===== src/hw/rtl/gpg_pkg.sv =====
// ----------------------------------------------------------------------------
// gpg_pkg
// shared types and fixed-point constants of the gait phase generator
// ----------------------------------------------------------------------------
`default_nettype none

package gpg_pkg;

    // divider datapath
    localparam int DIV_DEN_W  = 18;
    localparam int DIV_STEP_W = 5;
    localparam logic [DIV_STEP_W-1:0] DIV_STEPS_32 = 5'd16;

    // masks reported on the result channel
    localparam int MASK_W = 8;

    // fixed-point limits
    localparam logic [15:0] SPEED_STILL_MAX = 16'd2;
    localparam logic [15:0] SPEED_MAX_FLOOR = 16'd26;
    localparam logic [17:0] FACTOR_MIN      = 18'd19661;
    localparam logic [17:0] FACTOR_MAX      = 18'd131072;
    localparam logic [13:0] PERIOD_MIN      = 14'd819;
    localparam logic [13:0] PERIOD_MAX      = 14'd12288;
    localparam logic [8:0]  DUTY_FULL       = 9'd256;

    // configuration register indexes
    localparam logic [2:0] REG_CYCLE_TIME  = 3'd0;
    localparam logic [2:0] REG_SPEED_MAX   = 3'd1;
    localparam logic [2:0] REG_DUTY_FACTOR = 3'd2;
    localparam logic [2:0] REG_LEG_COUNT   = 3'd3;
    localparam logic [2:0] REG_LEG_OFFSETS = 3'd4;

    typedef struct packed {
        logic [15:0] delta_time;
        logic [15:0] speed_now;
    } t_in_item;

    typedef struct packed {
        logic [15:0] gait_phase;
        logic [7:0]  swing_mask;
        logic [7:0]  liftoff_mask;
        logic [7:0]  touchdown_mask;
        logic        moving;
    } t_out_item;

    typedef struct packed {
        logic                  start;
        logic                  odd;
        logic [DIV_STEP_W-1:0] steps;
        logic [15:0]           num;
        logic [DIV_DEN_W-1:0]  den;
    } t_div_req;

    typedef struct packed {
        logic done;
        logic ovf;
    } t_div_rsp;

    typedef struct packed {
        logic       start;
        logic [8:0] duty;
        logic [3:0] leg_count;
    } t_leg_req;

    typedef struct packed {
        logic              done;
        logic [MASK_W-1:0] swing;
        logic [MASK_W-1:0] lift;
        logic [MASK_W-1:0] touch;
    } t_leg_rsp;

endpackage

`default_nettype wire


===== src/hw/rtl/gpg_divider.sv =====
// ----------------------------------------------------------------------------
// gpg_divider
// restoring divider, two quotient bits per cycle, numerator fed msb first
// ----------------------------------------------------------------------------
`default_nettype none

module gpg_divider #(
    parameter int Q_W = 18
) (
    input  wire logic              i_clk,
    input  wire logic              i_rst_n,
    input  wire gpg_pkg::t_div_req i_req,
    output gpg_pkg::t_div_rsp      o_rsp,
    output logic [Q_W-1:0]         o_quo
);
    import gpg_pkg::*;

    logic                  r_busy;
    logic                  r_done;
    logic [DIV_STEP_W-1:0] r_cnt;
    logic [17:0]           r_num;
    logic [DIV_DEN_W-1:0]  r_rem;
    logic [DIV_DEN_W-1:0]  r_den;
    logic [Q_W-1:0]        r_quo;
    logic                  r_ovf;

    logic [DIV_DEN_W:0]    t1;
    logic [DIV_DEN_W:0]    t2;
    logic                  ge1;
    logic                  ge2;
    logic [DIV_DEN_W-1:0]  r1;
    logic [DIV_DEN_W-1:0]  n_rem;

    // two dependent trial subtractions per cycle
    always_comb begin
        t1  = {r_rem, r_num[17]};
        ge1 = (t1 >= {1'b0, r_den});
        r1  = ge1 ? DIV_DEN_W'(t1 - {1'b0, r_den}) : DIV_DEN_W'(t1);
        t2  = {r1, r_num[16]};
        ge2 = (t2 >= {1'b0, r_den});
        n_rem = ge2 ? DIV_DEN_W'(t2 - {1'b0, r_den}) : DIV_DEN_W'(t2);
    end

    always_ff @(posedge i_clk) begin
        if (!i_rst_n) begin
            r_busy <= 1'b0;
            r_done <= 1'b0;
            r_cnt  <= '0;
        end else if (i_req.start) begin
            r_busy <= 1'b1;
            r_done <= 1'b0;
            r_cnt  <= i_req.steps;
        end else if (r_busy) begin
            r_cnt <= r_cnt - 1'b1;
            if (r_cnt == DIV_STEP_W'(1)) begin
                r_busy <= 1'b0;
                r_done <= 1'b1;
            end
        end else begin
            r_done <= 1'b0;
        end
    end

    always_ff @(posedge i_clk) begin
        if (i_req.start) begin
            // an odd bit count gets one leading zero digit
            r_num <= i_req.odd ? {1'b0, i_req.num, 1'b0} : {i_req.num, 2'b00};
            r_rem <= '0;
            r_den <= i_req.den;
            r_quo <= '0;
            r_ovf <= 1'b0;
        end else if (r_busy) begin
            r_num <= {r_num[15:0], 2'b00};
            r_rem <= n_rem;
            r_quo <= {r_quo[Q_W-3:0], ge1, ge2};
            r_ovf <= r_ovf | r_quo[Q_W-1] | r_quo[Q_W-2];
        end
    end

    assign o_rsp.done = r_done;
    assign o_rsp.ovf  = r_ovf;
    assign o_quo      = r_quo;

endmodule

`default_nettype wire


===== config.mk =====
export PLATFORM = sky130hd
export DESIGN_NAME = gpg_divider
export DESIGN_NICKNAME = d
export VERILOG_FILES = /design/src/hw/rtl/gpg_pkg.sv /design/src/hw/rtl/gpg_divider.sv
export SDC_FILE = /design/constraint.sdc
export NUM_CORES = 1
export LEC_CHECK = 0
export ABC_CLOCK_PERIOD_IN_PS = 10820
export CAP_MARGIN = 0
export CORE_MARGIN = 2
export CORE_UTILIZATION = 40
export DETAILED_ROUTE_END_ITERATION = 8
export DONT_BUFFER_PORTS = 1
export GPL_TIMING_DRIVEN = 0
export PLACE_DENSITY = 0.56
export SETUP_SLACK_MARGIN = 0.02
export SYNTH_ARGS = -nofsm -noshare
export SYNTH_HDL_FRONTEND = slang
export SYNTH_SLANG_ARGS = --single-unit
export TNS_END_PERCENT = 20

===== constraint.sdc =====
create_clock -name i_clk -period 10.82 [get_ports i_clk]
set_input_delay 2.164 -clock i_clk [delete_from_list [all_inputs] [get_ports i_clk]]
set_output_delay 2.164 -clock i_clk [all_outputs]
set_load 0.02 [all_outputs]

# After elaboration in Yosys (flattened, before gate mapping)

Index checks and enable logic that the tools add are counted.

Word-level logic and storage cells: 30
Register bits after elaboration: 80
Bits of input ports: 43
Output and inout port bits: 20

$add $sub $neg: 3
Muxes and demuxes: 10
Reduce and logical (&&, ||, !) cells: 2
Order comparisons: 2
Equality and inequality tests: 1
Bitwise gates (word level): 4

Operators by type and width:

| operator                                             | number |
|---|---|
| two-way mux 18 bit                                   | 5 |
| greater-or-equal comparator 19 x 18 -> 1 bit         | 2 |
| subtractor 18 bit                                    | 2 |
| two-way mux 5 bit                                    | 2 |
| equality test 5 x 1 -> 1 bit (second input constant) | 1 |
| subtractor 5 x 1 -> 5 bit (second input constant)    | 1 |
| two-way mux 1 bit                                    | 3 |
| OR reduction 3 bit                                   | 1 |
| NOT 1 bit                                            | 2 |
| OR 1 bit                                             | 2 |
| nonzero test 2 bit                                   | 1 |

# Depth between registers and ports, before layout

Word-level depth: 4
Depth in mapped cells: 21

# Worst setup path before layout

No wires, ideal clock.

Kind: register -> register
Start point: reg r_den[8]
End point: reg r_rem[13]
Period minus slack after synthesis: 4474 ps
Setup slack: 6346 ps
Library setup time: 122 ps
Data arrival time: 4352 ps
Cell stages (with the launch flop): 19
Cell sequence: edfxtp_1 inv_1 ha_1 nand4_1 or4_1 o21ai_2 a21oi_2 nand2_4 mux2_1 ha_1 a21o_1 a21o_1 a2111oi_0 a211oi_1 o211ai_1 o211a_1 buf_4 nand2_1 o311a_1

Word-level cells in the longest chain between the ends: 4
Elaborated cells on any way between the ends: 6
Classes of those cells: 2 x add/sub; 2 x order compare; 2 x mux

Ends and longest elaborated chain:

| element                                                                                  | RTL line                             | RTL |
|---|---|---|
| start, declared                                                                          | gpg_divider.sv:23                    | `logic [DIV_DEN_W-1:0] r_den;` |
| start signal, assigned                                                                   | gpg_divider.sv:69                    | `r_den <= i_req.den;` |
| subtractor 18 bit / greater-or-equal comparator 19 x 18 -> 1 bit (equally long branches) | gpg_divider.sv:38, gpg_divider.sv:37 |  |
| two-way mux 18 bit                                                                       | gpg_divider.sv:38                    | `r1 = ge1 ? DIV_DEN_W'(t1 - {1'b0, r_den}) : DIV_DEN_W'(t1);` |
| subtractor 18 bit / greater-or-equal comparator 19 x 18 -> 1 bit (equally long branches) | gpg_divider.sv:41, gpg_divider.sv:40 |  |
| two-way mux 18 bit *                                                                     | gpg_divider.sv:41                    | `n_rem = ge2 ? DIV_DEN_W'(t2 - {1'b0, r_den}) : DIV_DEN_W'(t2);` |
| end signal, assigned                                                                     | gpg_divider.sv:74                    | `r_rem <= n_rem;` |
| end, declared                                                                            | gpg_divider.sv:22                    | `logic [DIV_DEN_W-1:0] r_rem;` |

Every way passes the cells marked *; elsewhere a longest branch is shown, timed or not.
A chain may end at the register's enable or synchronous reset.

# Final worst setup path

Ends and elaborated chain as after synthesis.

==> impl_results.md <==
- Die W: 121 µm
- CTS clk-pin slew, worst paths: 60 ps
- Bufs on Longest Clock Path: 2
- Placed cell areas: between 5000 and 6000 µm²
- Reg-to-reg setup timing slack: roughly 5400 ps
- Hold path depth: 2
- Largest net degree at the start of global routing: 20
- Routed len/inst: 18.7 µm
- Ys flop type: dfxtp_1
- HPWL after DPL: approximately 11,000 µm
- CTS tree: done
- Max VDD drop: 0.000101 V
- DRC: 0
- Root Driver: clkbuf_16
- Num ports: 63
- Reg-to-reg endpoint: r_rem[13]
- Hold Crit Start: r_done
- IO buf count: 0
- Net Count, Synth: 686
- Gr usage total: 21.2%
- Commonest non-fill, non-tap cells in the layout: nor2_1 (70), a21oi_1 (56), dfxtp_1 (44)
- Vias: 4,673
- Via/cell ratio: 5.88
- Setup bufs post-CTS: 0
- Worst-path cell chain: inv_1, ha_1, nand4_1, or4_1, o21ai_2, a21oi_2, nand2_4, mux2_1, ha_1, a21o_1, a21o_1, a2111oi_0, a211oi_1, o211ai_1, o211a_1, buf_4, nand2_1, o311a_1
- EDFF count, synth: 35
- Grt total ovfl: 0
- RSZ-0062 raised after global routing: no
- Library cells used by synthesis: 67
- Pre-CTS WS: 5510 ps
- Final instance area: 5950 µm²
- Crit path largest cell delay: roughly 570 ps
- Final core occ: approximately 45%
- Max-Cap Viols: 0
- CP arrival: approximately 5600 ps
- Setup TNS: 0 ps
- Layout Nets: 697
- Worst Max-Slew Pin Slew: 787 ps
- Worst Slack Setup Final: 5430 ps
- Initial core utilization: 41.1%
- Reg2Reg Depth: 18
- Global-route wire length before repair: 23,900 µm
- Final cell count without fillers: 795
- Register area: around 1900 µm²
- Total Wirelength: around 15,000 µm
- Leading cell type in the layout, fill and taps excluded: nor2_1
- Initial DRC count: between 400 and 500
- Core area: 13,200 µm²
- CTS Hold Buffers Added: 0
- Cell row count: 42
- Reg2reg start: r_den[8]
- Antenna fix cells: 0
- Clock Sinks: 79
- Worst skew pair latency: approximately 350 ps
- FILL cells: around 1,400
- Setup Skew: 10.7 ps
- Register bit count reported by yosys: between 70 and 80
- Area of the multi-input gates: 3230 µm²
- Area grow syn2layout: 9.50%
- Post-CTS sizing: 0
- Yosys warnings: 0
- Crit Path Class: reg -> reg
- Detail Route Antenna Nets: 0
- Type of origin of the critical path: flip-flop
- Placer Congestion: ~0.97
- Post-synthesis instance total: 603
- P_leak: roughly 2.4 nW
- WP data required: 11,050 ps
- Crit path capture type: flip-flop
- Hold Path Sink: r_done
- Power Total: between 1.5 and 2 mW
- FMAX: 0.185 GHz
- Hold/Removal Path Class: reg -> reg
- Outcome: completed
- Sequential-to-total area share from yosys stat: between 30% and 40%
- Max Slew Vio Count: 0
- Share of cells above drive strength 1: 8.08%
- Post-synth ARST share: 0%
- Max-slew headroom: 47.3%
- Period minus WS final: 5390 ps
- Final Hold Fails: 0
- Drt first pass iters: 5
- Minimum hold slack: 454 ps
- CTS buffer count: 9
- Period Utilization, post-route: 49.8%
- Syn Area/Cell: 9.02 µm²
- Pwr/cell area: roughly 250 nW/µm²
- DP Cell Count: 779
- Vias in the first global route: 4,634
- Initial antenna violation count: 0
- Die ar.: 14,500 µm²
- # H-tree levels: 3
- Mapped cell area: 5440 µm²
- Die height: ~120 µm
- Slowest CP cell: or4_1
- Setup violators final: 0
- Crit path max fanout: 10
==> registers in the layout, indices dropped and copies added (netlist names) <==
name    cells
o_quo      18
r_busy      1
r_cnt       5
r_den      18
r_done      1
r_num      17
r_ovf       1
r_rem      18
==> worst max-delay path by stage <==
stage | startpoint | endpoint | slack, ps
5_1_grt | r_den[6] | r_rem[13] | 5160
3_5_place_dp | r_den[8] | r_rem[13] | 5510
2_1_floorplan | r_den[8] | r_rem[13] | 6350
3_3_place_gp | r_den[1] | r_rem[13] | 5560
4_1_cts | r_den[8] | r_rem[13] | 5500
6_report | r_den[8] | r_rem[13] | 5430
==> critical path, delay by kind of cell, from the launching register on <==
family	cells	cell delay [ps]
AO/OA/AOI/OAI	9	2320
adder cells (fa/ha/maj)	2	790
buffers and inverters	2	330
flip-flops	1	330
multiplexers	1	390
AND/OR/NAND/NOR	4	1110
==> layout make-up <==
type                       count  share of cell area, %
buffer                        31                   2.44
clock buffer                   9                   3.78
clock inverter                 7                   1.20
inverter                      36                   2.27
multi-input combinational    457                   54.2
sequential                    79                   32.4
tap                          176                   3.70
==> logic make-up (layout without fill, tap and decap cells) <==
family	after synthesis	in the layout	synth area share, %
compound gates	174	174	22.1
xor+xnor	26	26	4.19
fa+ha+maj	40	40	9.48
buf+inv	67	83	5.15
flops	79	79	35.5
mux	44	44	8.35
simple gates	173	173	15.2
==> power by group <==
part           leakage [nW]  total (mW)  switching, mW  internal, mW
clock                 0.145       0.310          0.130         0.180
sequential            0.706       0.377         0.0296         0.347
combinational          1.56       0.820          0.496         0.324
==> Yosys cell counts (16+ instances only) <==
| cell | count | share of area [%] |
|---|---|---|
| mux2i_1 | 33 | 6.1 |
| nand2_1 | 28 | 1.9 |
| nand3_1 | 18 | 1.7 |
| dfxtp_1 | 44 | 16 |
| a21o_1 | 16 | 2.2 |
| edfxtp_1 | 35 | 19 |
| ha_1 | 38 | 8.7 |
| inv_1 | 36 | 2.5 |
| o21ai_0 | 21 | 1.9 |
| nor2_1 | 70 | 4.8 |
| clkbuf_1 | 18 | 1.2 |
| a21oi_1 | 56 | 5.2 |
| xnor2_1 | 23 | 3.7 |
==> per-layer routing <==
metal	global-route usage (%)	wire (µm)
met1	26.7	6510
met2	35.8	7110
met3	6.46	1090
met4	4.22	140
met5	0	0
Note: power is estimated with default switching activity, not from simulation.
