<file path="src/hw/rtl/gpg_pkg.sv">
// ----------------------------------------------------------------------------
// gpg_pkg
// shared types and fixed-point constants of the gait phase generator
// ----------------------------------------------------------------------------
`default_nettype none

package gpg_pkg;

    // divider datapath
    localparam int DIV_DEN_W  = 18;
    localparam int DIV_STEP_W = 5;
    localparam logic [DIV_STEP_W-1:0] DIV_STEPS_32 = 5'd16;

    // masks reported on the result channel
    localparam int MASK_W = 8;

    // fixed-point limits
    localparam logic [15:0] SPEED_STILL_MAX = 16'd2;
    localparam logic [15:0] SPEED_MAX_FLOOR = 16'd26;
    localparam logic [17:0] FACTOR_MIN      = 18'd19661;
    localparam logic [17:0] FACTOR_MAX      = 18'd131072;
    localparam logic [13:0] PERIOD_MIN      = 14'd819;
    localparam logic [13:0] PERIOD_MAX      = 14'd12288;
    localparam logic [8:0]  DUTY_FULL       = 9'd256;

    // configuration register indexes
    localparam logic [2:0] REG_CYCLE_TIME  = 3'd0;
    localparam logic [2:0] REG_SPEED_MAX   = 3'd1;
    localparam logic [2:0] REG_DUTY_FACTOR = 3'd2;
    localparam logic [2:0] REG_LEG_COUNT   = 3'd3;
    localparam logic [2:0] REG_LEG_OFFSETS = 3'd4;

    typedef struct packed {
        logic [15:0] delta_time;
        logic [15:0] speed_now;
    } t_in_item;

    typedef struct packed {
        logic [15:0] gait_phase;
        logic [7:0]  swing_mask;
        logic [7:0]  liftoff_mask;
        logic [7:0]  touchdown_mask;
        logic        moving;
    } t_out_item;

    typedef struct packed {
        logic                  start;
        logic                  odd;
        logic [DIV_STEP_W-1:0] steps;
        logic [15:0]           num;
        logic [DIV_DEN_W-1:0]  den;
    } t_div_req;

    typedef struct packed {
        logic done;
        logic ovf;
    } t_div_rsp;

    typedef struct packed {
        logic       start;
        logic [8:0] duty;
        logic [3:0] leg_count;
    } t_leg_req;

    typedef struct packed {
        logic              done;
        logic [MASK_W-1:0] swing;
        logic [MASK_W-1:0] lift;
        logic [MASK_W-1:0] touch;
    } t_leg_rsp;

endpackage

`default_nettype wire

</file>
<file path="src/hw/rtl/gpg_legs.sv">
// ----------------------------------------------------------------------------
// gpg_legs
// leg scanner: one leg per cycle, builds swing and edge masks
// ----------------------------------------------------------------------------
`default_nettype none

module gpg_legs #(
    parameter int MAX_LEGS   = 8,
    parameter int PHASE_BITS = 16
) (
    input  wire logic                    i_clk,
    input  wire logic                    i_rst_n,
    input  wire gpg_pkg::t_leg_req       i_req,
    input  wire logic [8*MAX_LEGS-1:0]   i_offsets,
    input  wire logic [PHASE_BITS-1:0]   i_phase,
    output gpg_pkg::t_leg_rsp            o_rsp
);
    import gpg_pkg::*;

    localparam int LI_W = (MAX_LEGS > 1) ? $clog2(MAX_LEGS) : 1;

    logic                  r_busy;
    logic                  r_done;
    logic [LI_W-1:0]       r_li;
    logic [8*MAX_LEGS-1:0] r_off_sh;
    logic [MAX_LEGS-1:0]   r_acc_sw;
    logic [MAX_LEGS-1:0]   r_acc_lift;
    logic [MAX_LEGS-1:0]   r_acc_touch;
    logic [MAX_LEGS-1:0]   r_leg_swing;

    logic [8:0]            duty_sat;
    logic [PHASE_BITS:0]   thr;
    logic [PHASE_BITS-1:0] leg_phase;
    logic                  active;
    logic                  now_sw;
    logic                  was_sw;
    logic [MAX_LEGS-1:0]   n_sw;
    logic [MAX_LEGS-1:0]   n_lift;
    logic [MAX_LEGS-1:0]   n_touch;

    always_comb begin
        duty_sat  = (i_req.duty > DUTY_FULL) ? DUTY_FULL : i_req.duty;
        // a zero duty gives a threshold of one full cycle
        thr       = (PHASE_BITS+1)'(DUTY_FULL - duty_sat) << (PHASE_BITS - 8);
        leg_phase = i_phase + (PHASE_BITS'(r_off_sh[7:0]) << (PHASE_BITS - 8));
        active    = (4'(r_li) < i_req.leg_count);
        now_sw    = active && ({1'b0, leg_phase} < thr);
        was_sw    = r_leg_swing[r_li];
        n_sw      = r_acc_sw;
        n_lift    = r_acc_lift;
        n_touch   = r_acc_touch;
        n_sw[r_li]    = now_sw;
        n_lift[r_li]  = now_sw && !was_sw;
        n_touch[r_li] = active && !now_sw && was_sw;
    end

    always_ff @(posedge i_clk) begin
        if (!i_rst_n) begin
            r_busy      <= 1'b0;
            r_done      <= 1'b0;
            r_li        <= '0;
            r_leg_swing <= '0;
        end else if (i_req.start) begin
            r_busy <= 1'b1;
            r_done <= 1'b0;
            r_li   <= '0;
        end else if (r_busy) begin
            if (r_li == LI_W'(MAX_LEGS - 1)) begin
                r_busy      <= 1'b0;
                r_done      <= 1'b1;
                r_leg_swing <= n_sw;
            end else begin
                r_li <= r_li + 1'b1;
            end
        end else begin
            r_done <= 1'b0;
        end
    end

    always_ff @(posedge i_clk) begin
        if (i_req.start) begin
            r_off_sh    <= i_offsets;
            r_acc_sw    <= '0;
            r_acc_lift  <= '0;
            r_acc_touch <= '0;
        end else if (r_busy) begin
            r_off_sh    <= r_off_sh >> 8;
            r_acc_sw    <= n_sw;
            r_acc_lift  <= n_lift;
            r_acc_touch <= n_touch;
        end
    end

    assign o_rsp.done  = r_done;
    assign o_rsp.swing = MASK_W'(r_acc_sw);
    assign o_rsp.lift  = MASK_W'(r_acc_lift);
    assign o_rsp.touch = MASK_W'(r_acc_touch);

endmodule

`default_nettype wire

</file>
<file path="config.mk">
export PLATFORM = sky130hd
export DESIGN_NAME = gpg_legs
export DESIGN_NICKNAME = d
export VERILOG_FILES = /design/src/hw/rtl/gpg_pkg.sv /design/src/hw/rtl/gpg_legs.sv
export SDC_FILE = /design/constraint.sdc
export NUM_CORES = 1
export LEC_CHECK = 0
export BUFFER_PORTS_ARGS = -buffer_cell sky130_fd_sc_hd__buf_4
export CORE_ASPECT_RATIO = 1.2
export CORE_MARGIN = 3
export CORE_UTILIZATION = 50
export DETAILED_ROUTE_END_ITERATION = 16
export PLACE_DENSITY = 0.73
export SLEW_MARGIN = 10
export SYNTH_ARGS = -nofsm -noshare
export SYNTH_HDL_FRONTEND = slang
export SYNTH_SLANG_ARGS = --single-unit
</file>
<file path="constraint.sdc">
create_clock -name i_clk -period 6.85 [get_ports i_clk]
set_input_delay 0.3425 -clock i_clk [delete_from_list [all_inputs] [get_ports i_clk]]
set_output_delay 0.3425 -clock i_clk [all_outputs]
set_load 0.03 [all_outputs]
</file>
After elaboration in Yosys (flattened, before gate mapping)
Cells that the tools add are included.
W data, S select, Z words.
{"block": "word_totals", "regBits": 101, "latch_bits": 0, "ram_bits": 0, "rom_bits": 0, "in_bits": 96, "elab_cells": 46, "memories": 0}
{"block": "op_classes", "add_sub_neg": 3, "n_mul": 0, "div": 0, "order_cmp": 5, "eq_ne": 1, "shifts": 0, "muxes": 13, "bitwise_logic": 4, "n_reduce_logical": 12}
{"cell": "$mux W64", "count": 2}
{"cell": "$bwmux W8", "count": 3}
{"cell": "$lt A16 B17 Y1", "count": 1}
{"cell": "$add A16 B16 Y16", "count": 1}
{"cell": "$gt A9 B9 Y1 const B", "count": 1}
{"cell": "$mux W9", "count": 1}
{"cell": "$sub A9 B9 Y9 const A", "count": 1}
{"cell": "$logic_and A1 B1 Y1", "count": 5}
{"cell": "$mux W1", "count": 5}
{"cell": "$lt A3 B4 Y1", "count": 1}
{"cell": "$lt A3 B4 Y1 const B", "count": 1}
{"cell": "$not A1 Y1", "count": 4}
{"cell": "$add A3 B1 Y3 const B", "count": 1}
{"cell": "$bmux W1 S3", "count": 1}
{"cell": "$demux W1 S3", "count": 1}
{"cell": "$eq A3 B3 Y1 const B", "count": 1}
{"cell": "$ge A3 B1 Y1 const B", "count": 1}
{"cell": "$reduce_and A3 Y1", "count": 1}
{"cell": "$reduce_or A3 Y1", "count": 1}
{"cell": "$logic_not A1 Y1", "count": 2}
{"cell": "$reduce_and A2 Y1", "count": 1}
{"cell": "$reduce_bool A2 Y1", "count": 1}
{"cell": "$reduce_or A2 Y1", "count": 1}

Logic depth before layout (Yosys ltp)
{"block": "depth", "ltp_word": 9, "mapped_depth": 13}

Worst setup path before layout
No wires, ideal clock.
{"block": "synth_timing", "path_type": "register to register", "startpoint": "register r_off_sh[4]", "endpoint": "register r_acc_sw[1]", "arrival_ps": 2729, "required_ps": 6724, "setup_slack_ps": 3995, "stages_incl_launch_ff": 12, "synth_period_minus_slack_ps": 2855, "path_cell_list": "edfxtp_1 -> ha_1 -> and3_1 -> a221o_1 -> o41ai_1 -> xnor2_1 -> ha_1 -> a41o_1 -> a21oi_1 -> a211oi_2 -> buf_2 -> o21ai_0"}
{"block": "synth_via", "elab_chain_cells": 4}
{"element": "start: declaration", "line": "gpg_legs.sv:25", "source": "logic [8*MAX_LEGS-1:0] r_off_sh;"}
{"element": "start signal: assignment", "line": "gpg_legs.sv:82", "source": "r_off_sh <= i_offsets;"}
{"element": "start signal: assignment", "line": "gpg_legs.sv:87", "source": "r_off_sh <= r_off_sh >> 8;"}
{"element": "$add A16 B16 Y16", "line": "gpg_legs.sv:45", "source": "leg_phase = i_phase + (PHASE_BITS'(r_off_sh[7:0]) << (PHASE_BITS - 8));"}
{"element": "$lt A16 B17 Y1", "line": "gpg_legs.sv:47", "source": "now_sw = active && ({1'b0, leg_phase} < thr);"}
{"element": "$logic_and A1 B1 Y1", "line": "gpg_legs.sv:47"}
{"element": "$bwmux W8", "line": "gpg_legs.sv:52", "source": "n_sw[r_li] = now_sw;"}
{"element": "end signal: assignment", "line": "gpg_legs.sv:88", "source": "r_acc_sw <= n_sw;"}
{"element": "end: declaration", "line": "gpg_legs.sv:26", "source": "logic [MAX_LEGS-1:0] r_acc_sw;"}
No other way between the ends.
A chain may end at the register's enable or synchronous reset.

Final worst setup path
{"block": "layout_timing", "startpoint": "register r_off_sh[0]", "endpoint": "register r_acc_touch[3]"}
{"block": "layout_via", "elab_chain_cells": 7}
{"element": "$add A16 B16 Y16", "line": "gpg_legs.sv:45"}
{"element": "$lt A16 B17 Y1", "line": "gpg_legs.sv:47"}
{"element": "$logic_and A1 B1 Y1", "line": "gpg_legs.sv:47"}
{"element": "$logic_not A1 Y1", "line": "gpg_legs.sv:54", "source": "n_touch[r_li] = active && !now_sw && was_sw;"}
{"element": "$logic_and A1 B1 Y1 (2 in a row)", "line": "gpg_legs.sv:54"}
{"element": "$bwmux W8", "line": "gpg_legs.sv:54"}
{"element": "end signal: assignment", "line": "gpg_legs.sv:90", "source": "r_acc_touch <= n_touch;"}
{"element": "end: declaration", "line": "gpg_legs.sv:28", "source": "logic [MAX_LEGS-1:0] r_acc_touch;"}
No other way between the ends.

==> reports/results.tsv <==
metric	value	unit
status	finished clean	
Final setup viols	0	
Most used DFF post-synth	edfxtp_1	
Mapped Cells	429	
slowest library cell on the worst path	o311ai_0	
WL per Instance	16.83	um
core area	10110	um2
highest-count cells in the layout ignoring fill and taps	buf_4 (115), edfxtp_1 (64), mux2_2 (56), dfxtp_1 (37), nand2_1 (22)	
initial antenna violation count	0	
Post-CTS Setup Bufs	0	
placed insts	646	
Clock Path Buffers	2	
layout cell share with drive strength beyond 1	37.87	%
post-layout util	63.48	%
Non-Filler Instances	662	
unrepaired setup endpoints after global routing	no	
CTS Hold Bufs	0	
htree depth	3	
Peak VDD IR	0.1499	mV
pin count of the biggest net entering global routing	82	
Critical Setup Path Class	reg2reg	
DIE HEIGHT	118.3	um
Starting Density	51.94	%
final hold violation count	0	
Area growth, synth to finish	22.21	%
vias per cell	5.674	
via count	3756	
CP max FO	32	
die width	99.55	um
post-synth cell types	65	
detailed placer's ending HPWL	7656	um
Lkg Pwr	2.623	nW
Clock Latency Late Sink	340	ps
FILL cells	830	
ys async rst share	0	%
cell depth of the worst flop-to-flop path	13	
num rows	40	
Slew @ Worst Pin	954.3	ps
Relative slew margins	36.38	%
remaining global-route overflow	0	
post-route ant nets	0	
DRC viols	0	
top cells by area, synth	edfxtp_1 (37%), dfxtp_1 (14%), mux2_2 (12%)	
CP delay by family, top	compound AO/OA/AOI/OAI gates	
total clock sinks	101	
number of global-route vias before repair	3834	
Top cell by count, worst path	o21a_1	
1st-pass router iterations	4	
Yosys top cell by area	edfxtp_1	
CP Capture Type	flip-flop	
gr usage total	19.39	%
synthesized flop and latch total	101	
Final Total Pwr	1.452	mW
final-stage net count	647	
global-route wire length before repair	18350	um
Buffers on Ports	112	
Warnings, synthesis	0	
most common cell after layout, fill and taps aside	buf_4	
cell chain of the critical path	ha_1, inv_1, fa_1, nor2b_1, o21a_1, o21a_1, o311ai_0, ha_1, o21a_1, a21oi_1, a211oi_4, buf_4, a32o_1	
PwrDens	226.3	nW/um2
CP Launch Type	flip-flop	
Die ar.	11770	um2
Setup TNS	0	ps
cts bufs inserted	9	
Placer Congestion	0.8714	
I/O pins	121	
Hold Path Sink	r_off_sh[61]	
CP peak stage delay	650	ps
DRT iter0 DRCs	193	
Diodes inserted	0	
Reg2Reg Setup Slack	3370	ps
Avg Cell Area, Syn	12.24	um2
sequential fraction of the synthesis area	50.70	%
min-delay src	i_offsets[61]	
clock slew at reported path FFs	70	ps
Mapped Nets	545	
CP arrival	3710	ps
Synth Cell Area	5251	um2
worst hold path class	in2reg	
clock root cell	clkbuf_16	
post-CTS sizing	0	
CTS tree	yes	
final WL	11140	um
clk_skew	7.000	ps
max-cap viol count	0	
R2R Path Start	r_off_sh[0]	
FMAX	287.4	MHz
Buffers & Inverters on Critical Path	2	
crit share post-route	50.79	%
fin. max-slew vios	0	
Synth top area share	36.60	%
fin crit period	3479	ps
EDFF count, synth	64	
Hold Path Depth	2	
r2r endpoint	r_acc_touch[3]	
Req. time, crit path	7080	ps
## cell type report
cell class	instances	area (um2)	area share, %
repair buffers	115	863.3	13.45
flip-flops and latches	101	2663	41.49
clock inverters	7	40.04	0.6239
multi-input cells	293	2427	37.82
inverters	11	41.29	0.6434
clock buffers	9	225.2	3.509
well taps	126	157.7	2.457
## cells by family (layout without fill, tap and decap cells)
family          count (synthesis)  after routing  synth area share, %
mux                            61             61                13.53
simple gates                   99             99                10.56
xor+xnor                       10             10                1.668
buf+inv                        35            142                3.217
fa+ha+maj                      20             20                4.908
flops                         101            101                50.70
compound gates                103            103                15.42
## worst reg2reg max path: stages, from the launching register on
cell,delay (ps)
edfxtp_1,360
ha_1,210
inv_1,70
fa_1,200
nor2b_1,50
o21a_1,190
o21a_1,190
o311ai_0,650
ha_1,360
o21a_1,180
a21oi_1,270
a211oi_4,70
buf_4,260
a32o_1,300
## metrics by stage
stage	hold slack [ps]	worst slack [ps]	instance area (um2)
floorplan	476.6	3995	5251
global placement	439.2	3407	6152
detailed placement	450.8	3269	6152
CTS	265.7	3359	6417
global route	271.7	3213	6417
finish	278.4	3371	6417
## per-layer routing
| metal | vias to the layer above | share of wire (%) | global-route usage [%] |
|---|---|---|---|
| li1 | 1831 | - | - |
| met1 | 1784 | 42 | 24.55 |
| met2 | 121 | 48 | 30.63 |
| met3 | 20 | 7.2 | 5.844 |
| met4 | 0 | 2.6 | 8.284 |
| met5 | - | 0 | 0 |
## worst max-delay path by stage
stage	startpoint	to	slack, ps	cells after the start
2_1_floorplan	r_off_sh[4]	r_acc_sw[1]	4000	11
3_3_place_gp	i_phase[12]	r_acc_touch[3]	3410	12
3_5_place_dp	i_phase[8]	r_acc_touch[3]	3270	14
4_1_cts	r_off_sh[0]	r_acc_touch[3]	3360	13
5_1_grt	r_off_sh[0]	r_leg_swing[3]	3210	13
6_report	r_off_sh[0]	r_acc_touch[3]	3370	13
## report_power, final
group	internal, mW	total (mW)	switching (mW)	leakage, nW
clock	0.243	0.461	0.218	0.124
sequential	0.700	0.715	0.0157	0.949
combinational	0.129	0.276	0.147	1.55
total	1.07	1.45	0.381	2.62
## sequential cells by signal, indices dropped and copies added (netlist names)
register,cells
r_leg_swing,8
r_done,1
r_acc_lift,8
r_busy,1
r_li,3
r_off_sh,64
r_acc_touch,8
r_acc_sw,8
## Yosys cell counts, types with 5 or more instances
master	n
a21boi_0	5
a21o_1	7
a21oi_1	9
a32o_1	5
and2_1	9
buf_1	5
clkbuf_1	11
dfxtp_1	37
edfxtp_1	64
ha_1	19
inv_1	11
mux2_2	56
nand2_1	22
nand2b_1	14
nand3_1	5
nor2_1	19
nor2b_1	7
o211ai_1	10
o21a_1	7
o21ai_0	19
o31ai_1	9
o31ai_2	7
xnor2_1	8
No activity file was read; power rests on OpenSTA's default activity.
